## config.mk

```make
export PLATFORM = sky130hd
export DESIGN_NAME = cvnt_queue
export DESIGN_NICKNAME = d
export VERILOG_FILES = /design/src/cvnt_pkg.sv /design/src/cvnt_queue.sv
export SDC_FILE = /design/constraint.sdc
export NUM_CORES = 1
export LEC_CHECK = 0
export BUFFER_PORTS_ARGS = -buffer_cell sky130_fd_sc_hd__buf_4
export CAP_MARGIN = 5
export CORE_ASPECT_RATIO = 1.2
export CORE_MARGIN = 2
export CORE_UTILIZATION = 50
export CTS_BUF_LIST = sky130_fd_sc_hd__clkbuf_4 sky130_fd_sc_hd__clkbuf_8
export CTS_CLUSTER_DIAMETER = 40
export DETAILED_ROUTE_END_ITERATION = 10
export PLACE_DENSITY = 0.67
export SYNTH_ARGS = -nofsm -noshare
export SYNTH_HDL_FRONTEND = slang
export SYNTH_SLANG_ARGS = --single-unit
```

## constraint.sdc

```tcl
create_clock -name clk -period 5.75 [get_ports clk]
set_input_delay 0.2875 -clock clk [delete_from_list [all_inputs] [get_ports clk]]
set_output_delay 0.2875 -clock clk [all_outputs]
set_load 0.005 [all_outputs]
```

## src/cvnt_pkg.sv

```systemverilog
// cvnt_pkg: shared types, codes and hash constants of the trilinear value noise unit
// no dependencies; used by every module under src
`timescale 1ns / 1ps

package cvnt_pkg;

  localparam int CELL_SHIFT_DEF = 12;
  localparam int QUEUE_DEPTH    = 4;
  localparam int NUM_BANKS      = 7;

  localparam logic OP_SAMPLE = 1'b0;
  localparam logic OP_LOAD   = 1'b1;

  localparam logic [1:0] TBL_X = 2'd0;
  localparam logic [1:0] TBL_Y = 2'd1;
  localparam logic [1:0] TBL_Z = 2'd2;
  localparam logic [1:0] TBL_W = 2'd3;

  localparam logic [63:0] HASH_MUL = 64'd65521;
  localparam logic [63:0] HASH_FIN = 64'd2147483647;

  // power of the hash multiplier, mod 2^64
  function automatic logic [63:0] m_pow(input int unsigned n);
    logic [63:0] r;
    r = 64'd1;
    for (int unsigned k = 0; k < n; k++) begin
      r = r * HASH_MUL;
    end
    return r;
  endfunction

  // the hash chain is linear mod 2^64, so each byte gets a fixed weight
  localparam logic [63:0] KX = (m_pow(6) - m_pow(4)) * HASH_FIN;
  localparam logic [63:0] KY = (m_pow(7) - m_pow(3)) * HASH_FIN;
  localparam logic [63:0] KZ = (m_pow(8) - m_pow(2)) * HASH_FIN;
  localparam logic [63:0] KW = (m_pow(5) - m_pow(1)) * HASH_FIN;
  localparam logic [63:0] KK = m_pow(8) * HASH_FIN;
  localparam logic [63:0] KS = m_pow(9) * HASH_FIN;
  localparam logic [31:0] KS_LO = KS[31:0];
  localparam logic [31:0] KS_HI = KS[63:32];

  typedef struct packed {
    logic            is_load;
    logic [7:0]      key;
    logic [1:0]      sel;
    logic [7:0]      idx;
    logic [7:0]      val;
    logic [1:0][7:0] addr_x;
    logic [1:0][7:0] addr_y;
    logic [1:0][7:0] addr_z;
    logic [7:0][7:0] addr_w;
  } entry_t;

  localparam int ENTRY_W = $bits(entry_t);

endpackage

```

## src/cvnt_queue.sv

```systemverilog
// cvnt_queue: small register fifo between front and back
// depends on cvnt_pkg
`timescale 1ns / 1ps

module cvnt_queue import cvnt_pkg::*; #(
  parameter int W     = ENTRY_W,
  parameter int DEPTH = QUEUE_DEPTH
) (
  input  logic         clk,
  input  logic         rst,
  input  logic         push,
  input  logic [W-1:0] push_data,
  output logic         full,
  input  logic         pop,
  output logic [W-1:0] pop_data,
  output logic         empty
);

  localparam int AW = $clog2(DEPTH);
  localparam int CW = $clog2(DEPTH + 1);

  logic [W-1:0]  mem [DEPTH];
  logic [AW-1:0] wr_ptr;
  logic [AW-1:0] rd_ptr;
  logic [CW-1:0] count;
  logic          do_push;
  logic          do_pop;

  assign full     = (count == CW'(DEPTH));
  assign empty    = (count == '0);
  assign do_push  = push && !full;
  assign do_pop   = pop && !empty;
  assign pop_data = mem[rd_ptr];

  always_ff @(posedge clk) begin
    if (rst) begin
      wr_ptr <= '0;
      rd_ptr <= '0;
      count  <= '0;
    end else begin
      if (do_push) begin
        wr_ptr <= (wr_ptr == AW'(DEPTH - 1)) ? '0 : wr_ptr + AW'(1);
      end
      if (do_pop) begin
        rd_ptr <= (rd_ptr == AW'(DEPTH - 1)) ? '0 : rd_ptr + AW'(1);
      end
      if (do_push && !do_pop) begin
        count <= count + CW'(1);
      end else if (do_pop && !do_push) begin
        count <= count - CW'(1);
      end
    end
  end

  always_ff @(posedge clk) begin
    if (do_push) begin
      mem[wr_ptr] <= push_data;
    end
  end

`ifndef ASSERT_OFF
  a_count_bound: assert property (@(posedge clk) disable iff (rst)
    count <= CW'(DEPTH)) else $error("queue count past depth");
  a_pop_nonempty: assert property (@(posedge clk) disable iff (rst)
    pop |-> !empty) else $error("pop from empty queue");
  a_push_grows: assert property (@(posedge clk) disable iff (rst)
    (do_push && !do_pop) |=> count == $past(count) + CW'(1))
    else $error("queue count did not grow on transfer in");
`endif

endmodule

```

Yosys cells after proc, flatten, opt, wreduce, memory -nomap -nowiden

Memories as Yosys holds them, arrays and structs flattened. A register that Yosys moved wholly into a read port is not among the register bits.
Cells that the tools add are included.

Input bits: 143
Memories: 1
RAM bits: 556
Output and inout port bits: 141
Flip-flop bits (word level): 7
Word-level logic and storage cells: 29

Memories:

| memory | depth | bits a word | rd ports | clocked after memory_dff | write ports | line             | text |
|---|---|---|---|---|---|---|---|
| mem    | 4     | 139         | 1        | 1                        | 1           | cvnt_queue.sv:22 | `logic [W-1:0] mem [DEPTH];` |

$add $sub $neg: 4
Reductions and logical operators: 10
Multiplexer cells: 8
Equal/unequal tests: 3

Operator list:

| cell                  | number |
|---|---|
| $mux W2               | 4 |
| $mux W3               | 2 |
| $add A2 B1 Y2 const B | 2 |
| $eq A2 B2 Y1 const B  | 2 |
| $logic_and A1 B1 Y1   | 4 |
| $logic_not A1 Y1      | 4 |
| $add A3 B1 Y3 const B | 1 |
| $eq A3 B3 Y1 const B  | 1 |
| $logic_not A3 Y1      | 1 |
| $sub A3 B1 Y3 const B | 1 |
| $mux W1               | 2 |
| $reduce_bool A2 Y1    | 1 |

Depth between registers and ports, before layout

Gate-level depths: netlist of run 1.

Word-level depth: 7
Depth in mapped cells: 10

Worst setup path after synthesis of run 1

OpenSTA, ideal clock, no wires.

Path kind: register -> register
Start: register count[0]
End: memory mem[0][0] (netlist bit), enable pin
Library setup time: 0.516 ns
Path slack: 1.318 ns
Period minus slack after synthesis: 4.432 ns
Buffers on the path: 1
Cell stages (with the launch flop): 4
Arrival time: 3.916 ns
Cells stage by stage: dfxtp_1 or3b_1 buf_2 and3_1

Word-level cells in the longest chain between the ends: 5

RTL lines:

| what                          | line             | text |
|---|---|---|
| from (decl)                   | cvnt_queue.sv:25 | `logic [CW-1:0] count;` |
| from (signal assigned)        | cvnt_queue.sv:48 | `count <= count + CW'(1);` |
| from (signal assigned)        | cvnt_queue.sv:50 | `count <= count - CW'(1);` |
| $eq A3 B3 Y1                  | cvnt_queue.sv:29 | `assign full = (count == CW'(DEPTH));` |
| $logic_not A1 Y1              | cvnt_queue.sv:31 | `assign do_push = push && !full;` |
| $logic_and A1 B1 Y1           | cvnt_queue.sv:31 |  |
| $mux W1                       | cvnt_queue.sv:56 | `if (do_push) begin` |
| $mux W1 (not written as such) | cvnt_queue.sv:57 | `mem[wr_ptr] <= push_data;` |
| to (decl)                     | cvnt_queue.sv:22 |  |

No other way between the ends.

==> results of run 1 <==
==> flip-flops by register name, indices dropped and copies added, names as in the netlist, named ones only <==
name,flops
count,3
wr_ptr,2
mem,556
rd_ptr,2
==> cell type report <==
class / count / area (um^2) / area share (%)
clock buffer: 112 / 1390 / 5.28
inverter: 5 / 18.8 / 0.0716
multi-input combinational: 173 / 3410 / 13.0
antenna: 2 / 5.00 / 0.0191
sequential: 565 / 16900 / 64.4
timing repair buffer: 438 / 3680 / 14.0
tap: 539 / 674 / 2.57
clock inverter: 35 / 154 / 0.587
==> cells in the final DEF (no fill, tap or decap), drive strengths merged <==
cell type,n
or3,2
edfxtp,556
diode,2
mux4,139
nor3,2
xor2,2
inv,5
mux2i,2
dlygate4sd3,142
clkinvlp,2
nand3,2
fa,1
ha,6
o31ai,2
and3,4
clkbuf,112
nand2,1
or3b,1
buf,296
a21oi,3
dfxtp,9
o21ai,2
nor2,4
clkinv,33
==> repair_timing <==
action,CTS,global route
hold buffers,142,0
resized for setup,0,0
endpoints found under the hold margin,565,0
==> kinds of logic (layout without fill, tap and decap cells) <==
group / count (synthesis) / after routing / synth area share, %
flip-flops: 565 / 565 / 82.2
multiplexers: 141 / 141 / 15.3
buffers and inverters: 38 / 590 / 1.32
AND/OR/NAND/NOR: 16 / 16 / 0.414
adder cells (fa/ha/maj): 7 / 7 / 0.463
AO/OA/AOI/OAI: 7 / 7 / 0.219
XOR/XNOR: 2 / 2 / 0.0853
other: 0 / 2 / 0
==> worst max-delay path: stages, from the launching register on <==
cell and delay [ps]:
dfxtp_4 890, buf_4 580, mux4_2 610, buf_4 160
==> power breakdown <==
group,switching (mW),internal [mW]
Combinational,1.01,1.28
Sequential,0.148,4.98
Clock,1.42,1.56
==> how the worst min path moves through the flow <==
stage,start,to,slack (ps),cells after the start
final,pop,flip-flop,100,4
after global routing,pop,flip-flop,90,4
after detailed placement,rd_ptr[0]$_SDFFE_PP0P_,flip-flop,470,2
after CTS,pop,flip-flop,40,4
after global placement,rd_ptr[0]$_SDFFE_PP0P_,flip-flop,470,2
after floorplan,push_data[0],mem[0][0]$_DFFE_PP_,390,0
==> per-layer routing <==
layer  vias to the layer above  share of wire, %  global-route usage, %
li1                       4352                 -                      -
met1                      5117                40                   24.8
met2                       294                51                   30.3
met3                        78               5.8                   3.75
met4                         6               3.3                   9.20
met5                         -             0.085                      0
==> metrics.txt, run 1 <==
area of placed instances=23,200 um^2; CTS Buf Count=86; CTS Buffer Depth=3; Worst EP arrival=2890 ps; initial core utilization=50.5%; # fillers=2,719; mean area per synthesized cell=26.5 um^2; total power=10.4 mW; design area=26,200 um^2; largest net degree at the start of global routing=83; drt via density=5.27; Overflow after GRT=0; Pleak=8.89 nW; CTS clk-pin slew, worst paths=60 ps; #FFs+latches synth=565; RSZ-0062 raised after global routing=no; Final Max Tran Viols=0; # Post-CTS Setup Buffers=0; Cell Count, Final, Fillers Out=1,869; final wirelength=40,100 um; R2R depth=3; FP Rows=81; number of placed I/O pins=284; Yosys warnings=0; initial antenna violation count=5; Post-Place Setup Slack=3070 ps; outcome=complete, no violations; Chip Width=189 um; H-Tree Depth=3; share of layout cells above drive strength 1=42.6%; TNS Setup=0 ps; drt wl/cell=21.4 um; nature of the critical path startpoint=flip-flop; RR Startpoint=count[0]$_SDFFE_PP0P_; area delta synth->final=27.6%; HPWL Detailed=23,200 um; TritonCTS clock tree=yes; PwrDens=397 nW/um^2; placed instance count=1,578; Final setup viols=0; Synthesized Nets=926; total die area=42,700 um^2; area leader, netlist=edfxtp_1; initial DRC count=538; flop2flop setup slack=3110 ps; Post-Syn Area=20,500 um^2; drt drc=0; Cell variety after synth=25; GRT Total Usage=18.8%; Data required, critical path=5460 ps; top cell type's share of synthesized area=81.3%; worst hold path class=in2reg; R2R Path End=mem[1][128]$_DFFE_PP_; Min Clock Period, post-route=3170 ps; post-route ant nets=0; worst setup path class=reg2out; Slew HR=30.9%; Core ar.=40,600 um^2; first-pass GRT wire length=59,500 um; Seq/Total Area, Yosys=82.2%; Fin Hold WS=98.0 ps; fin nets=1,419; Port-buffer cells=283; Post-synth EDFFs=556; DR vias=9,847; Sink Count=565; crit path capture=pop_data[49]; Fin. Hold Viols=0; Worst Slack Setup Final=2580 ps; number of global-route vias before repair=10,400; Async SR Flop Fraction=0%; Pre-antenna DRT Iters=4; Worst Skew=13.0 ps; Worst Tran Pin Value=1040 ps; Max-Cap Viols=0; Worst-Skew Late Latency=620 ps; RD Place Congestion=0.755; crit share post-route=55.2%; top-count cell post-synth=edfxtp_1; VDD IR max=0.223 mV; Worst Path Max Fanout=39; Die Ht=226 um; top_reg_cell synth=edfxtp_1; Fmax=315 MHz; Synth top cells by count=556 x edfxtp_1, 139 x mux4_2, 14 x buf_6; synth top area cells=edfxtp_1 81%, mux4_2 15%, dfxtp_1 0.88%; Root Driver=clkbuf_8; fin util=64.5%; Post-Synthesis Cells=776; Worst Setup End Kind=output pin
No activity file was read; power rests on OpenSTA's default activity.
==> run 2, diff against run 1 <==
Settings changed: ABC_AREA from default to 1.
Clock period 5.75 ns to 3.15 ns, I/O delays scaled along.
==> metrics.txt, run 2 <==
outcome=complete, no violations; Slew HR=43.9% (+13 points); Seq/Total Area, Yosys=79.9% (-2.3 points); Yosys warnings=0 (unchanged); first-pass GRT wire length=75,400 um (+27%); Worst-Skew Late Latency=650 ps (+30 ps); combinational family with the most area after synthesis=compound AO/OA/AOI/OAI gates; RD Place Congestion=0.783 (+3.7%); area delta synth->final=26.8%; Pre-antenna DRT Iters=5 (+1); worst hold path class=in2reg; Core ar.=41,800 um^2 (+2.7%); Crit-path slowest cell=inv_4; Min Clock Period, post-route=2830 ps; design area=26,800 um^2 (+2.2%); H-Tree Depth=3 (unchanged); max reg flops=556 (unchanged); PwrDens=803 nW/um^2 (+100%); Top cell by count, worst path=buf_4; CTS clk-pin slew, worst paths=60 ps (about the same); Max-Cap Viols=0 (unchanged); CTS Buf Count=88 (+2.3%); Chip Width=192 um (+1.4%); total die area=43,900 um^2 (+2.8%); number of placed I/O pins=284 (unchanged); nature of the critical path startpoint=flip-flop; Largest Register=mem; Post-Synth Adder-Cell Area=0.450% (-0.013 points); initial DRC count=883 (+64%); DR vias=13,500 (+37%); Async SR Flop Fraction=0% (unchanged); Top delay family on crit path=buffers and inverters; number of global-route vias before repair=13,700 (+33%); HPWL Detailed=25,500 um (+9.9%); top_reg_cell synth=edfxtp_1; most common cell after layout, fill and taps aside=edfxtp_1; Crit path largest cell delay=620 ps (-270 ps); initial core utilization=50.6% (+0.065 points); CP bufs+invs=3 (+1); #FFs+latches synth=565 (unchanged); Fin Hold WS=249 ps (+151 ps); Worst Setup End Kind=output pin; top-count cell post-synth=edfxtp_1; worst setup path class=reg2out; Data required, critical path=2990 ps (-2470 ps); top cell type's share of synthesized area=79.0% (-2.3 points); flop2flop setup slack=1200 ps (-1910 ps); area of placed instances=23,600 um^2 (+1.6%); Post-Syn Area=21,100 um^2 (+2.9%); Synthesized Nets=1,565 (+69%); Fmax=353 MHz; Sink Count=565 (unchanged); Worst Skew=41.1 ps (+28.1 ps); GRT Total Usage=22.4% (+3.6 points); drt via density=5.43 (+3.0%); mean area per synthesized cell=14.9 um^2 (-44%); area leader, netlist=edfxtp_1; Final setup viols=0 (unchanged); Worst Tran Pin Value=841 ps (-195 ps); TritonCTS clock tree=yes; mux contribution to synthesized area=0% (-15 points); largest net degree at the start of global routing=148 (+78%); initial antenna violation count=8 (+3); VDD IR max=0.460 mV (+110%); Root Driver=clkbuf_8; post-route ant nets=0 (unchanged); XOR/XNOR share of the synthesized area=0.0414% (-0.044 points); placed instance count=2,173 (+38%); Overflow after GRT=0 (unchanged); Synth Area in Simple Gates=5.60% (+5.2 points); drt wl/cell=19.7 um (-8.0%); Port-buffer cells=283 (unchanged); Die Ht=229 um (+1.4%); TNS Setup=0 ps (unchanged); Pleak=9.50 nW (+6.8%); Worst Path Max Fanout=60 (+54%); Cell variety after synth=22 (-12%); compound-cell area share of the yosys netlist=10.8% (+11 points); FP Rows=82 (+1.2%); synth top area cells=edfxtp_1 79%, o21ai_0 5.9%, nor2_1 5.2%; drt drc=0 (unchanged); Cell Count, Final, Fillers Out=2,483 (+33%); Final Max Tran Viols=0 (unchanged); Post-synth EDFFs=556 (unchanged); Post-Synthesis Cells=1,415 (+82%); Synth top cells by count=556 x edfxtp_1, 293 x nor2_1, 250 x o21ai_0; RSZ-0062 raised after global routing=no; commonest cells after routing, fill and taps aside=556 x edfxtp_1, 295 x buf_4, 289 x nor2_1; CTS Buffer Depth=3 (unchanged); top flop regs=mem: 556 flops, count: 3 flops; fin nets=2,009 (+42%); share of layout cells above drive strength 1=23.8% (-19 points); Cell Chain, Critical Path=inv_4, buf_4, o21ai_0, o22ai_1, buf_4; Fin. Hold Viols=0 (unchanged); final wirelength=48,900 um (+22%); crit share post-route=89.9%; fin util=64.2% (-0.32 points); Worst EP arrival=2670 ps (-220 ps)
## run 2: cell count changes after synthesis, sizes merged, moves of 4 or more
cell and change:
mux4 -139, nor2 +289, clkbuf +42, nand2 +13
buf +16, o21ai +277, o22ai +139, and3 -4
inv +13
## run 2: cell families after synthesis
logic type	after synthesis
flops	565
compound gates	421
simple gates	312
buf+inv	109
fa+ha+maj	7
xor+xnor	1
## run 2: area by class of cell
cell class / instances / area, um^2
Fill cell: 3031 / 15000
Inverter: 18 / 77.6
Tap cell: 546 / 683
Clock inverter: 35 / 198
Timing Repair Buffer: 445 / 3800
Antenna cell: 7 / 17.5
Clock buffer: 126 / 1530
Sequential cell: 565 / 16900
Multi-Input combinational cell: 741 / 3610
## run 2: routing by layer
layer | up-vias | wire length, um | global-route usage, % | share of wire, %
met5 | - | 27 | 0 | 0.055
li1 | 6248 | - | - | -
met4 | 4 | 1030 | 8.25 | 2.1
met2 | 420 | 24500 | 36.9 | 50
met3 | 80 | 3390 | 5.49 | 6.9
met1 | 6728 | 20000 | 28.8 | 41
## run 2: where the power goes
| part | switching (mW) | leakage [nW] | internal [mW] |
|---|---|---|---|
| clock | 2.72 | 0.919 | 3.23 |
| combinational | 3.61 | 3.41 | 2.56 |
| sequential | 0.243 | 5.17 | 9.17 |
## run 2: path summary, 6_finish.rpt
kind / cells past startpoint / start / endpoint
setup / recovery: 5 / flip-flop / pop_data[56]
hold / removal: 2 / push_data[52] / mem[0][52]$_DFFE_PP_
setup reg to reg: 9 / count[1]$_SDFFE_PP0P_ / count[1]$_SDFFE_PP0P_
hold reg to reg: 2 / count[1]$_SDFFE_PP0P_ / count[1]$_SDFFE_PP0P_
## run 2: timing repair
item / in CTS / in global routing
hold buffers: 142 / 0
hold endpoints to repair: 565 / 0
setup buffers: 0 / 0
gates resized for setup: 0 / 0
## run 2: stage by stage
| stage | total power, mW | worst slack, ps |
|---|---|---|
| after floorplan | 12.7 | 17.5 |
| after global placement | 15.5 | 1050 |
| after detailed placement | 15.6 | 956 |
| after CTS | 21.8 | 251 |
| after global routing | 22.7 | 156 |
| final | 21.5 | 318 |
