**config.mk**
```make
export PLATFORM = sky130hd
export DESIGN_NAME = cvnt_front_flat
export DESIGN_NICKNAME = d
export VERILOG_FILES = /design/src/cvnt_pkg.sv /design/src/cvnt_ifs.sv /design/src/cvnt_front.sv /design/src/flat_wrapper.sv
export SDC_FILE = /design/constraint.sdc
export NUM_CORES = 1
export LEC_CHECK = 0
export BUFFER_PORTS_ARGS = -buffer_cell sky130_fd_sc_hd__buf_2
export CORE_MARGIN = 5
export CORE_UTILIZATION = 50
export DETAILED_ROUTE_END_ITERATION = 12
export PLACE_DENSITY = 0.85
export SYNTH_ARGS = -nofsm -noshare
export SYNTH_HDL_FRONTEND = slang
export SYNTH_SLANG_ARGS = --single-unit
```
**constraint.sdc**
```tcl
create_clock -name clk -period 14.3 [get_ports clk]
set_input_delay 3.575 -clock clk [delete_from_list [all_inputs] [get_ports clk]]
set_output_delay 3.575 -clock clk [all_outputs]
set_load 0.05 [all_outputs]
```
**src/cvnt_pkg.sv**
```systemverilog
// cvnt_pkg: shared types, codes and hash constants of the trilinear value noise unit
// no dependencies; used by every module under src
`timescale 1ns / 1ps

package cvnt_pkg;

  localparam int CELL_SHIFT_DEF = 12;
  localparam int QUEUE_DEPTH    = 4;
  localparam int NUM_BANKS      = 7;

  localparam logic OP_SAMPLE = 1'b0;
  localparam logic OP_LOAD   = 1'b1;

  localparam logic [1:0] TBL_X = 2'd0;
  localparam logic [1:0] TBL_Y = 2'd1;
  localparam logic [1:0] TBL_Z = 2'd2;
  localparam logic [1:0] TBL_W = 2'd3;

  localparam logic [63:0] HASH_MUL = 64'd65521;
  localparam logic [63:0] HASH_FIN = 64'd2147483647;

  // power of the hash multiplier, mod 2^64
  function automatic logic [63:0] m_pow(input int unsigned n);
    logic [63:0] r;
    r = 64'd1;
    for (int unsigned k = 0; k < n; k++) begin
      r = r * HASH_MUL;
    end
    return r;
  endfunction

  // the hash chain is linear mod 2^64, so each byte gets a fixed weight
  localparam logic [63:0] KX = (m_pow(6) - m_pow(4)) * HASH_FIN;
  localparam logic [63:0] KY = (m_pow(7) - m_pow(3)) * HASH_FIN;
  localparam logic [63:0] KZ = (m_pow(8) - m_pow(2)) * HASH_FIN;
  localparam logic [63:0] KW = (m_pow(5) - m_pow(1)) * HASH_FIN;
  localparam logic [63:0] KK = m_pow(8) * HASH_FIN;
  localparam logic [63:0] KS = m_pow(9) * HASH_FIN;
  localparam logic [31:0] KS_LO = KS[31:0];
  localparam logic [31:0] KS_HI = KS[63:32];

  typedef struct packed {
    logic            is_load;
    logic [7:0]      key;
    logic [1:0]      sel;
    logic [7:0]      idx;
    logic [7:0]      val;
    logic [1:0][7:0] addr_x;
    logic [1:0][7:0] addr_y;
    logic [1:0][7:0] addr_z;
    logic [7:0][7:0] addr_w;
  } entry_t;

  localparam int ENTRY_W = $bits(entry_t);

endpackage

```
**src/cvnt_ifs.sv**
```systemverilog
// cvnt_req_if, cvnt_rsp_if: valid/ready channels of the noise unit
// no dependencies
`timescale 1ns / 1ps

interface cvnt_req_if;
  logic               valid;
  logic               ready;
  logic               operation;
  logic signed [31:0] coord_x;
  logic signed [31:0] coord_y;
  logic signed [31:0] coord_z;
  logic [7:0]         noise_key;
  logic [1:0]         table_select;
  logic [7:0]         table_index;
  logic [7:0]         table_value;

  modport source (
    output valid, operation, coord_x, coord_y, coord_z, noise_key,
           table_select, table_index, table_value,
    input  ready
  );
  modport sink (
    input  valid, operation, coord_x, coord_y, coord_z, noise_key,
           table_select, table_index, table_value,
    output ready
  );
endinterface


```
**src/cvnt_front.sv**
```systemverilog
// cvnt_front: input register, classifies items and forms table addresses and fractions
// depends on cvnt_pkg and cvnt_req_if
`timescale 1ns / 1ps

module cvnt_front import cvnt_pkg::*; #(
  parameter int CELL_SHIFT = CELL_SHIFT_DEF
) (
  input  logic                       clk,
  input  logic                       rst,
  cvnt_req_if.sink                   req,
  input  logic                       q_ready,
  output logic                       q_push,
  output entry_t                     q_entry,
  output logic [2:0][CELL_SHIFT-1:0] q_frac
);

  localparam logic [31:0] FRAC_MASK = 32'((64'd1 << CELL_SHIFT) - 64'd1);
  localparam logic [31:0] STEP      = 32'(64'd1 << CELL_SHIFT);

  logic                       fv;
  logic [2:0][31:0]           pos;
  logic [2:0][31:0]           corner_lo;
  logic [2:0][31:0]           cell_lo;
  logic [2:0][31:0]           cell_hi;
  logic [7:0][15:0]           corner_xor;
  entry_t                     entry_next;
  logic [2:0][CELL_SHIFT-1:0] frac_next;

  always_comb begin
    pos[0] = req.coord_x;
    pos[1] = req.coord_y;
    pos[2] = req.coord_z;
    for (int a = 0; a < 3; a++) begin
      corner_lo[a] = pos[a] & ~FRAC_MASK;
      cell_lo[a]   = $signed(pos[a]) >>> CELL_SHIFT;
      // high corner wraps in 32 bits before the shift
      cell_hi[a]   = $signed(corner_lo[a] + STEP) >>> CELL_SHIFT;
      frac_next[a] = pos[a][CELL_SHIFT-1:0];
    end
    for (int i = 0; i < 8; i++) begin
      corner_xor[i] = (((i & 1) != 0) ? cell_hi[0][15:0] : cell_lo[0][15:0])
                    ^ (((i & 2) != 0) ? cell_hi[1][15:0] : cell_lo[1][15:0])
                    ^ (((i & 4) != 0) ? cell_hi[2][15:0] : cell_lo[2][15:0]);
    end

    entry_next.is_load   = (req.operation == OP_LOAD);
    entry_next.key       = req.noise_key;
    entry_next.sel       = req.table_select;
    entry_next.idx       = req.table_index;
    entry_next.val       = req.table_value;
    entry_next.addr_x[0] = cell_lo[0][7:0];
    entry_next.addr_x[1] = cell_hi[0][7:0];
    entry_next.addr_y[0] = cell_lo[1][7:0];
    entry_next.addr_y[1] = cell_hi[1][7:0];
    entry_next.addr_z[0] = cell_lo[2][7:0];
    entry_next.addr_z[1] = cell_hi[2][7:0];
    for (int i = 0; i < 8; i++) begin
      entry_next.addr_w[i] = corner_xor[i][15:8];
    end
  end

  assign req.ready = !fv || q_ready;
  assign q_push    = fv;

  always_ff @(posedge clk) begin
    if (rst) begin
      fv <= 1'b0;
    end else if (req.ready) begin
      fv <= req.valid;
    end
  end

  always_ff @(posedge clk) begin
    if (req.valid && req.ready) begin
      q_entry <= entry_next;
      q_frac  <= frac_next;
    end
  end

endmodule

```
**src/flat_wrapper.sv**
```systemverilog
// flat-port wrapper written by rule: the top's interface ports become plain ports
module cvnt_front_flat import cvnt_pkg::*;
#(
  parameter int CELL_SHIFT = CELL_SHIFT_DEF
)
  (clk, rst, q_ready, q_push, q_entry, q_frac, req_valid, req_operation, req_coord_x, req_coord_y, req_coord_z, req_noise_key, req_table_select, req_table_index, req_table_value, req_ready);
  cvnt_req_if req_i ();
  input  logic clk;
  input  logic rst;
  input  logic q_ready;
  output logic q_push;
  output entry_t q_entry;
  output logic [2:0][CELL_SHIFT-1:0] q_frac;
  input wire logic [$bits(req_i.valid)-1:0] req_valid;
  input wire logic [$bits(req_i.operation)-1:0] req_operation;
  input wire logic [$bits(req_i.coord_x)-1:0] req_coord_x;
  input wire logic [$bits(req_i.coord_y)-1:0] req_coord_y;
  input wire logic [$bits(req_i.coord_z)-1:0] req_coord_z;
  input wire logic [$bits(req_i.noise_key)-1:0] req_noise_key;
  input wire logic [$bits(req_i.table_select)-1:0] req_table_select;
  input wire logic [$bits(req_i.table_index)-1:0] req_table_index;
  input wire logic [$bits(req_i.table_value)-1:0] req_table_value;
  output wire logic [$bits(req_i.ready)-1:0] req_ready;
  assign req_i.valid = req_valid;
  assign req_i.operation = req_operation;
  assign req_i.coord_x = req_coord_x;
  assign req_i.coord_y = req_coord_y;
  assign req_i.coord_z = req_coord_z;
  assign req_i.noise_key = req_noise_key;
  assign req_i.table_select = req_table_select;
  assign req_i.table_index = req_table_index;
  assign req_i.table_value = req_table_value;
  assign req_ready = req_i.ready;
  cvnt_front #(.CELL_SHIFT(CELL_SHIFT)) u_core (.clk(clk), .rst(rst), .req(req_i), .q_ready(q_ready), .q_push(q_push), .q_entry(q_entry), .q_frac(q_frac));
endmodule
```
==> Word-level counts from Yosys, hierarchy flattened <==
Index checks and enable logic that the tools add are counted.
{ "word_totals": {"wordCells": 41, "latch_bits": 0, "ramBits": 0, "romBits": 0, "input_bits": 127, "output_inout_bits": 177, "regBits": 176, "memories": 0} }
{ "classes": {"magnitude_cmp": 0, "mux": 0, "shifts": 0, "n_eq_ne": 0, "multipliers": 0, "bitwise": 12, "n_reduce_logical": 3, "div_mod_pow": 0, "addsub": 3} }
{ "op_table": {"columns": ["op", "n"], "rows": [
  ["bitwise XOR 16 bit", 12],
  ["adder 28 x 13 -> 28 bit, second input constant", 3],
  ["logical AND 1 bit", 1],
  ["zero test 1 bit", 1],
  ["logical OR 1 bit", 1]
]} }

==> Longest topological paths before layout <==
Gate-level depths: netlist (run 1).
{ "depth": {"depth_word": 3, "mapped_depth": 7, "ltp_nobuf": 6} }

==> Worst setup path before layout (run 1) <==
No wires, ideal clock.
{ "synth_path": {"path_type": "input -> register", "from": "in q_ready", "to": "reg u_core.q_entry[0] (netlist name)", "n_path_buf": 0, "required_time_ns": 13.744, "slack_ns": 5.641, "arrival_ns": 8.104, "path_stages": 2, "setup_time_ns": 0.556, "path_cell_list": "nand2b_1 > and2_1"} }
{ "synth_between": {"elab_chain_cells": 2} }
{ "synth_rtl": {"columns": ["element", "line_no", "text"], "rows": [
  ["start: declaration", "flat_wrapper.sv:10", "input logic q_ready;"],
  ["logical OR 1 bit", "cvnt_front.sv:62", "assign req.ready = !fv || q_ready;"],
  ["logical AND 1 bit", "cvnt_front.sv:74", "if (req.valid && req.ready) begin"]
]} }
Every way passes these cells.
A chain may end at the register's enable or synchronous reset.

==> Worst setup path after layout (run 1) <==
{ "layout_path": {"from": "in q_ready", "to": "out req_ready"} }
{ "layout_between": {"elab_chain_cells": 1} }
{ "layout_rtl": {"columns": ["element", "line_no", "text"], "rows": [
  ["logical OR 1 bit", "cvnt_front.sv:62", null],
  ["end: declaration", "flat_wrapper.sv:23", "output wire logic [$bits(req_i.ready)-1:0] req_ready;"]
]} }
Every way passes these cells.

==> impl_metrics.py, run 1 <==
metrics = {
    "outcome": {
        "status": "complete, no violations",
    },
    "grt": {
        "grt_pass1_vias": 4411,
        "track_usage_pct": 20.9,
        "grt_pass1_wl_mm": 24.7,
        "gr-total-overflow": 0,
        "grt_max_degree": 79,
        "antenna_found_initial": 3,
    },
    "sta": {
        "grt_setup_unrepaired": "false",
        "relSlewSlack_pct": 33.9,
        "final-hold-violation-count": 0,
        "tightest_slew_ps": 991,
        "finClkSkew_ps": 5.19,
        "setup_slack_ps": 6670,
        "period_share_pct": 53.4,
        "drv_slew": 0,
        "final-setup-viol-count": 0,
        "min_period_ps": 7630,
        "whs_ps": 530,
        "timing.fmax_mhz": 131,
        "tns_ps": 0,
    },
    "detailed_routing": {
        "vias_per_cell": 4.93,
        "drt.antenna.violating_nets": 0,
        "drcViolationCount": 0,
        "dr.pass1.iters": 4,
        "routed_wl_mm": 16.6,
        "detailroute.via_count": 4250,
        "wl_per_cell_um": 19.3,
        "drtIter0Drc": 264,
    },
    "placement": {
        "io_buffer_count": 291,
        "globalplace.congestion": 0.843,
        "preCtsSetupSlack_ps": 6670,
        "hpwl_mm": 13.0,
    },
    "cells_and_area": {
        "post-route-util_pct": 67.9,
        "nNetsFinal": 800,
        "multi_input_area_sq_um": 1310,
        "area_growth_pct": 33.8,
        "drive_gt1_share_pct": 49.3,
        "seq_area_sq_um": 5280,
        "nFillCells": 930,
    },
    "logic_synthesis": {
        "synth_edf_count": 175,
        "syn_area_sq_um": 6670,
        "yosys_warnings": 0,
        "ys_seq_area_share_pct": 79.1,
        "ys_ff_latch": 176,
        "synth_top_area_share_pct": 78.8,
        "synth.most_common_cell": "edfxtp_1",
        "synth.distinct_cells": 31,
        "async_flop_share_pct": 0,
        "yosysTopAreaCell": "edfxtp_1",
        "synthCells": 363,
        "ys.flop_type": "edfxtp_1",
        "syn-num-nets": 493,
        "avgSynthCellArea_sq_um": 18.4,
        "yosys-top-cells-area": "edfxtp_1 79%, xnor2_1 7.2%, xor2_1 4.2%",
        "netlist_top_cells_count": "175 x edfxtp_1, 55 x xnor2_1, 32 x xor2_1",
    },
    "critical_path": {
        "worstSetupEndpointType": "primary output",
        "critPathLaunchType": "primary input",
        "path_max_fanout": 3,
        "cpMostUsedCell": "buf_2",
        "cp.required_ps": 10720,
        "r2r_slack_ps": 11380,
        "worstSetupPathType": "primary input to primary output",
        "cpMaxStageDelayCell": "buf_2",
        "crit_chain": "buf_2, nand2b_1, buf_2",
        "cp.arrival_ps": 4060,
        "critPathLaunch": "q_ready",
        "reg2reg_from": "u_core.q_push$_SDFFE_PP0N_",
        "critPathMaxStageDelay_ps": 280,
    },
    "hold_path": {
        "hold_path_startpoint": "u_core.q_push$_SDFFE_PP0N_",
        "hold_class": "flop to flop",
    },
    "power": {
        "vdd_drop_max_uv": 64.3,
        "power.leakage_nw": 3.70,
        "power.density_nw_per_um2": 150,
        "total_power_mw": 1.34,
    },
    "clock_tree": {
        "cts_tree": "built",
        "ctsHoldBuffers": 0,
        "clk_path_buf_depth": 2,
        "clock_sinks": 176,
        "clk_pin_slew_worst_paths_ps": 70,
        "cts_root_buf": "clkbuf_16",
        "cts_resized": 0,
        "htree_num_levels": 4,
        "cts_made_buffers": 17,
        "cts_setup_buffers": 0,
        "clk_latency_ps": 420,
    },
    "die": {
        "coreArea_sq_um": 13100,
        "initial_utilization_pct": 50.8,
        "die_h_um": 125,
        "die_w_um": 125,
        "die_area_sq_um": 15700,
        "io_pins": 304,
        "num_rows": 42,
    },
    "flow_run": {
        "max-cap-violations": 0,
    },
}
-- layout by cell type, fill, tap and decap left out, types with 10 or more instances in the layout --
master and instances:
nor2_1 10, edfxtp_1 175, nand3_1 12, nand2_1 12
nand4_1 11, buf_2 291, inv_1 15, clkbuf_16 17
xor2_1 32, xnor2_1 55
-- registers in the layout, summed over array words and instances, names as in the netlist --
signal          flops
u_core.q_entry    139
u_core.q_frac      36
u_core.q_push       1
-- cell type report --
type | instances | area share (%)
clock inverters | 15 | 1.75
inverters | 15 | 0.631
clock buffers | 17 | 4.77
flip-flops and latches | 176 | 59.1
well taps | 176 | 2.47
diodes | 3 | 0.0841
repair buffers | 293 | 16.5
multi-input cells | 167 | 14.7
-- per-layer routing --
metal	global-route usage, %	vias up	part of all wire, %
li1	-	1952	-
met1	23.2	2063	36
met2	36.4	205	54
met3	7.51	28	8.2
met4	8.61	2	2.2
met5	0	-	0.078
-- report_power, final --
group	switching, mW	internal, mW
sequential	0.0105	0.620
clock	0.205	0.245
combinational	0.199	0.0582
total	0.414	0.923
-- critical path, delay by kind of cell --
kind          cells  cell delay [ps]
buf+inv           2              350
simple gates      1              130
-- worst paths after layout --
kind,endpoint,cells past startpoint
setup / recovery,req_ready,3
hold / removal,u_core.q_push$_SDFFE_PP0N_,2
setup reg to reg,u_core.q_frac[28]$_DFFE_PP_,4
hold reg to reg,u_core.q_push$_SDFFE_PP0N_,2
-- logic make-up (layout without fill, tap and decap cells) --
kind of cell / Yosys count / count (layout) / share of synthesized area, %
compound gates: 2 / 2 / 0.150
simple gates: 69 / 69 / 6.02
flops: 176 / 176 / 79.1
other cells: 0 / 3 / 0
buf+inv: 20 / 340 / 1.28
xor+xnor: 93 / 93 / 12.9
fa+ha+maj: 3 / 3 / 0.563
-- metrics by stage --
| stage | cell area (sq um) | cells |
|---|---|---|
| after floorplan | 6670 | 363 |
| after global placement | 8330 | 827 |
| after detailed placement | 8330 | 827 |
| after CTS | 8920 | 859 |
| after global routing | 8920 | 861 |
| final | 8920 | 862 |
Power figures use the tool's default switching activity.
==> run 2, diff against run 1 <==
--- a/config.mk
+++ b/config.mk
@@ -5,11 +5,12 @@
 export SDC_FILE = /design/constraint.sdc
 export NUM_CORES = 1
 export LEC_CHECK = 0
+export ABC_AREA = 1
 export BUFFER_PORTS_ARGS = -buffer_cell sky130_fd_sc_hd__buf_2
 export CORE_MARGIN = 5
-export CORE_UTILIZATION = 50
+export CORE_UTILIZATION = 49
 export DETAILED_ROUTE_END_ITERATION = 12
-export PLACE_DENSITY = 0.85
+export PLACE_DENSITY = 0.81
 export SYNTH_ARGS = -nofsm -noshare
 export SYNTH_HDL_FRONTEND = slang
 export SYNTH_SLANG_ARGS = --single-unit
==> constraint.sdc (replaced) <==
create_clock -name clk -period 7.12 [get_ports clk]
set_input_delay 1.78 -clock clk [delete_from_list [all_inputs] [get_ports clk]]
set_output_delay 1.78 -clock clk [all_outputs]
set_load 0.05 [all_outputs]
==> impl_metrics.py, run 2 <==
metrics = {
    "outcome": {
        "status": "complete, no violations",
    },
    "placement": {
        "place_inst": 1121,
        "io_buffer_count": 291,
        "hpwl_mm": 15.5,
        "globalplace.congestion": 0.857,
        "preCtsSetupSlack_ps": 3060,
    },
    "cells_and_area": {
        "post-route-util_pct": 65.2,
        "seq_area_sq_um": 5280,
        "nFillCells": 1166,
        "drive_gt1_share_pct": 40.1,
        "largest_reg_flops": 139,
        "area_growth_pct": 30.5,
        "layout.cells.non_filler": 1154,
        "nNetsFinal": 1059,
        "regMostFlops": "u_core.q_entry",
        "multi_input_area_sq_um": 2080,
        "layout_commonest_cell": "buf_2",
        "layout_common_cells": "291 x buf_2, 175 x edfxtp_1, 144 x nand2_1",
    },
    "logic_synthesis": {
        "syn_area_sq_um": 7630,
        "synthCells": 617,
        "ys.flop_type": "edfxtp_1",
        "avgSynthCellArea_sq_um": 12.4,
        "async_flop_share_pct": 0,
        "yosysTopAreaCell": "edfxtp_1",
        "yosys-top-cells-area": "edfxtp_1 69%, nand2_1 7.1%, xor2_1 4.7%",
        "synth.most_common_cell": "edfxtp_1",
        "synth_top_area_share_pct": 68.9,
        "netlist_top_cells_count": "175 x edfxtp_1, 144 x nand2_1, 71 x inv_1",
        "syn-num-nets": 747,
        "ys_ff_latch": 176,
        "synth.distinct_cells": 23,
        "synth_edf_count": 175,
        "yosys_warnings": 0,
        "ys_seq_area_share_pct": 69.1,
    },
    "die": {
        "die_area_sq_um": 18200,
        "die_h_um": 135,
        "initial_utilization_pct": 50.0,
        "die_w_um": 135,
        "coreArea_sq_um": 15300,
        "io_pins": 304,
        "num_rows": 45,
    },
    "detailed_routing": {
        "wl_per_cell_um": 16.7,
        "drt.antenna.violating_nets": 0,
        "detailroute.via_count": 5460,
        "drtIter0Drc": 276,
        "dr.pass1.iters": 5,
        "drcViolationCount": 0,
        "vias_per_cell": 4.73,
        "routed_wl_mm": 19.3,
    },
    "critical_path": {
        "cp.arrival_ps": 2280,
        "reg2reg_depth": 2,
        "r2r_slack_ps": 5540,
        "worstSetupPathType": "primary input to primary output",
        "worstSetupEndpointType": "primary output",
        "r2r_end": "u_core.q_entry[38]$_DFFE_PP_",
        "critPathLaunchType": "primary input",
        "cp.required_ps": 5340,
        "reg2reg_from": "u_core.q_push$_SDFFE_PP0N_",
        "cpMostUsedCell": "buf_2",
        "cpMaxStageDelayCell": "buf_2",
        "critPathMaxStageDelay_ps": 220,
        "crit_chain": "buf_2, inv_1, nand2_1, buf_2",
        "path_max_fanout": 2,
    },
    "hold_path": {
        "whs_endpoint": "u_core.q_push$_SDFFE_PP0N_",
        "hold_class": "flop to flop",
        "hold_path_startpoint": "u_core.q_push$_SDFFE_PP0N_",
        "holdPathStages": 2,
    },
    "sta": {
        "final-setup-viol-count": 0,
        "whs_ps": 546,
        "min_period_ps": 4060,
        "tns_ps": 0,
        "final-hold-violation-count": 0,
        "period_share_pct": 57.0,
        "drv_slew": 0,
        "timing.fmax_mhz": 246,
        "tightest_slew_ps": 800,
        "setup_slack_ps": 3060,
        "finClkSkew_ps": 10.3,
        "grt_setup_unrepaired": "false",
        "relSlewSlack_pct": 46.7,
    },
    "clock_tree": {
        "cts_resized": 0,
        "ctsHoldBuffers": 0,
        "clk_latency_ps": 420,
        "clk_pin_slew_worst_paths_ps": 70,
        "clk_path_buf_depth": 2,
        "htree_num_levels": 4,
        "clock_sinks": 176,
        "cts_root_buf": "clkbuf_16",
        "cts_setup_buffers": 0,
        "cts_tree": "built",
        "cts_made_buffers": 17,
    },
    "flow_run": {
        "max-cap-violations": 0,
    },
    "power": {
        "power.leakage_nw": 4.53,
        "power.density_nw_per_um2": 268,
        "vdd_drop_max_uv": 146,
    },
    "grt": {
        "grt_pass1_vias": 5307,
        "grt_pass1_wl_mm": 28.4,
        "grt_max_degree": 65,
        "antenna_found_initial": 4,
        "gr-total-overflow": 0,
        "track_usage_pct": 20.8,
    },
}
run 2: changes by cell type after synthesis, moves of 9 or more:
cell and change:
inv_1 +56, nand2_1 +132, nand2_2 +18, nand3_1 +36, nor2_1 +25, nor2_2 +12, xnor2_1 -28, xor2_1 +9
run 2: cells by family (layout without fill, tap and decap cells):
logic type / Yosys count / count (layout) / synth area share (%)
and+or+nand+nor: 286 / 286 / 17.9
DFF: 176 / 176 / 69.1
buffers and inverters: 76 / 401 / 3.79
xor gates and xnor gates: 70 / 70 / 8.23
AOI/OAI and AO/OA: 6 / 6 / 0.443
adders and majority gates: 3 / 3 / 0.492
other: 0 / 1 / 0
run 2: final cells by class:
class | count | area share (%)
flip-flops and latches | 176 | 53.0
clock inverters | 15 | 1.50
inverters | 75 | 2.83
multi-input cells | 365 | 20.9
diodes | 1 | 0.0251
well taps | 211 | 2.65
clock buffers | 17 | 4.27
repair buffers | 294 | 14.9
run 2: layer usage:
metal	track usage [%]	vias to the layer above	routed length (um)
met5	0	-	33
met4	5.94	6	294
met3	6.78	23	1730
met2	37.3	204	10100
met1	23.9	2531	7200
li1	-	2696	-
run 2: worst max-delay path by stage:
stage / start / end / slack (ps) / cells past startpoint
after global routing: q_ready / req_ready / 3030 / 4
after floorplan: q_ready / u_core.q_entry[0]$_DFFE_PP_ / 1900 / 2
after global placement: q_ready / req_ready / 3090 / 4
after CTS: q_ready / req_ready / 3060 / 4
after detailed placement: q_ready / req_ready / 3060 / 4
final: q_ready / req_ready / 3060 / 4
run 2: worst max-delay path: cells and delay by family:
kind / cells / cell delay, ps
buffers and inverters: 3 / 420
AND/OR/NAND/NOR: 1 / 80
run 2: stage by stage:
stage | area, sq um | total power [mW]
floorplan | 7640 | 1.66
global placement | 9380 | 1.79
detailed placement | 9380 | 1.80
CTS | 9950 | 2.69
global route | 9950 | 2.77
finish | 9950 | 2.67
run 2: report_power, final:
| part | total, mW | leakage (nW) | internal, mW | switching (mW) |
|---|---|---|---|---|
| clock | 0.887 | 0.275 | 0.465 | 0.422 |
| combinational | 0.526 | 2.55 | 0.116 | 0.410 |
| sequential | 1.25 | 1.71 | 1.24 | 0.0167 |
==> run 3, diff against run 2 <==
==> constraint.sdc (replaced) <==
create_clock -name clk -period 4.2 [get_ports clk]
set_input_delay 1.05 -clock clk [delete_from_list [all_inputs] [get_ports clk]]
set_output_delay 1.05 -clock clk [all_outputs]
set_load 0.05 [all_outputs]
==> impl_metrics.py, run 3 (synthesis results as in run 2) <==
metrics = {
    "sta": {
        "grt_setup_unrepaired": "false",
        "final-hold-violation-count": 0,
        "period_share_pct": 62.6,
        "min_period_ps": 2630,
        "finClkSkew_ps": 9.74,
        "relSlewSlack_pct": 41.8,
        "tns_ps": 0,
        "timing.fmax_mhz": 381,
        "final-setup-viol-count": 0,
        "tightest_slew_ps": 871,
        "drv_slew": 0,
        "whs_ps": 534,
    },
    "power": {
        "power.leakage_nw": 4.57,
        "power.density_nw_per_um2": 460,
        "vdd_drop_max_uv": 257,
        "total_power_mw": 4.63,
    },
    "critical_path": {
        "cpMostUsedCell": "buf_2",
        "worstSetupPathType": "primary input to primary output",
        "worstSetupEndpointType": "primary output",
        "crit_chain": "buf_2, inv_12, nand2_1, buf_2",
        "cp.arrival_ps": 1580,
        "path_max_fanout": 2,
        "critPathMaxStageDelay_ps": 260,
        "reg2reg_depth": 2,
        "cpMaxStageDelayCell": "buf_2",
        "critPathLaunchType": "primary input",
        "reg2reg_from": "u_core.q_push$_SDFFE_PP0N_",
        "r2r_end": "u_core.q_entry[47]$_DFFE_PP_",
        "cp.required_ps": 3150,
        "crit_family": "buffers and inverters",
        "crit_buf_inv": 3,
        "r2r_slack_ps": 2430,
    },
    "clock_tree": {
        "htree_num_levels": 4,
        "clk_latency_ps": 430,
        "clk_pin_slew_worst_paths_ps": 70,
        "cts_tree": "built",
        "cts_setup_buffers": 0,
        "cts_resized": 0,
        "cts_made_buffers": 17,
        "cts_root_buf": "clkbuf_16",
        "clock_sinks": 176,
        "clk_path_buf_depth": 2,
        "ctsHoldBuffers": 0,
    },
    "cells_and_area": {
        "layout_commonest_cell": "buf_2",
        "area_growth_pct": 31.8,
        "nNetsFinal": 1061,
        "drive_gt1_share_pct": 40.6,
        "largest_reg_flops": 139,
        "regMostFlops": "u_core.q_entry",
        "layout_common_cells": "291 x buf_2, 175 x edfxtp_1, 144 x nand2_1",
        "post-route-util_pct": 65.9,
    },
    "detailed_routing": {
        "drtIter0Drc": 309,
        "dr.pass1.iters": 6,
        "detailroute.via_count": 5597,
        "routed_wl_mm": 20.1,
        "wl_per_cell_um": 17.3,
        "vias_per_cell": 4.83,
        "drcViolationCount": 0,
        "drt.antenna.violating_nets": 0,
    },
    "placement": {
        "hpwl_mm": 15.9,
        "globalplace.congestion": 0.835,
        "io_buffer_count": 291,
    },
    "grt": {
        "antenna_found_initial": 4,
        "grt_pass1_vias": 5560,
        "grt_max_degree": 52,
        "gr-total-overflow": 0,
        "grt_pass1_wl_mm": 29.5,
        "track_usage_pct": 21.8,
    },
    "die": {
        "die_h_um": 135,
        "io_pins": 304,
        "num_rows": 45,
        "die_w_um": 135,
        "die_area_sq_um": 18200,
        "coreArea_sq_um": 15300,
        "initial_utilization_pct": 50.0,
    },
    "flow_run": {
        "max-cap-violations": 0,
    },
    "hold_path": {
        "hold_class": "flop to flop",
        "whs_endpoint": "u_core.q_push$_SDFFE_PP0N_",
        "holdPathStages": 2,
        "hold_path_startpoint": "u_core.q_push$_SDFFE_PP0N_",
    },
    "outcome": {
        "status": "complete, no violations",
    },
}
## run 3: cell types whose count changed in the layout (fill, tap and decap cells not counted), sizes merged
cell / change
diode: +2
bufinv: +1
clkbuf: +1
clkinv: -2
buf: +2
## run 3: routing by layer
metal | GRT usage [%] | vias to the layer above | wire [um]
li1 | - | 2691 | -
met1 | 23.1 | 2619 | 7010
met2 | 39.2 | 250 | 10400
met3 | 7.71 | 33 | 2120
met4 | 9.39 | 4 | 480
met5 | 0 | - | 27
## run 3: cell type report
type | count | area, sq um
Timing Repair Buffer | 296 | 1530
Inverter | 75 | 294
Multi-Input combinational cell | 365 | 2080
Clock inverter | 14 | 169
Sequential cell | 176 | 5280
Tap cell | 211 | 264
Fill cell | 1126 | 5200
Clock buffer | 18 | 439
Antenna cell | 3 | 7.51
## run 3: how the worst max path moves through the flow
| stage | from | slack (ps) | depth (start not counted) | endpoint |
|---|---|---|---|---|
| floorplan | q_ready | -180 | 2 | u_core.q_entry[0]$_DFFE_PP_ |
| global placement | q_ready | 1540 | 4 | u_core.q_entry[27]$_DFFE_PP_ |
| detailed placement | q_ready | 1510 | 4 | u_core.q_entry[101]$_DFFE_PP_ |
| CTS | q_ready | 1570 | 4 | req_ready |
| global route | q_ready | 1540 | 4 | req_ready |
| finish | q_ready | 1570 | 4 | req_ready |
## run 3: worst register-to-register path, delay by kind of cell (launching register included)
kind	cells	cell delay [ps]
DFF	1	350
AOI/OAI and AO/OA	1	700
buffers and inverters	1	360
## run 3: where the power goes
| group | total, mW | switching (mW) | internal [mW] |
|---|---|---|---|
| Sequential | 2.12 | 0.0303 | 2.09 |
| Combinational | 0.906 | 0.702 | 0.204 |
| Clock | 1.60 | 0.732 | 0.868 |
## run 3: through the flow
step	setup WS, ps	instance area [sq um]	cells
after floorplan	-178	7650	617
after global placement	1540	9440	1123
after detailed placement	1510	9440	1123
after CTS	1570	10000	1155
after global routing	1540	10100	1157
final	1570	10100	1158
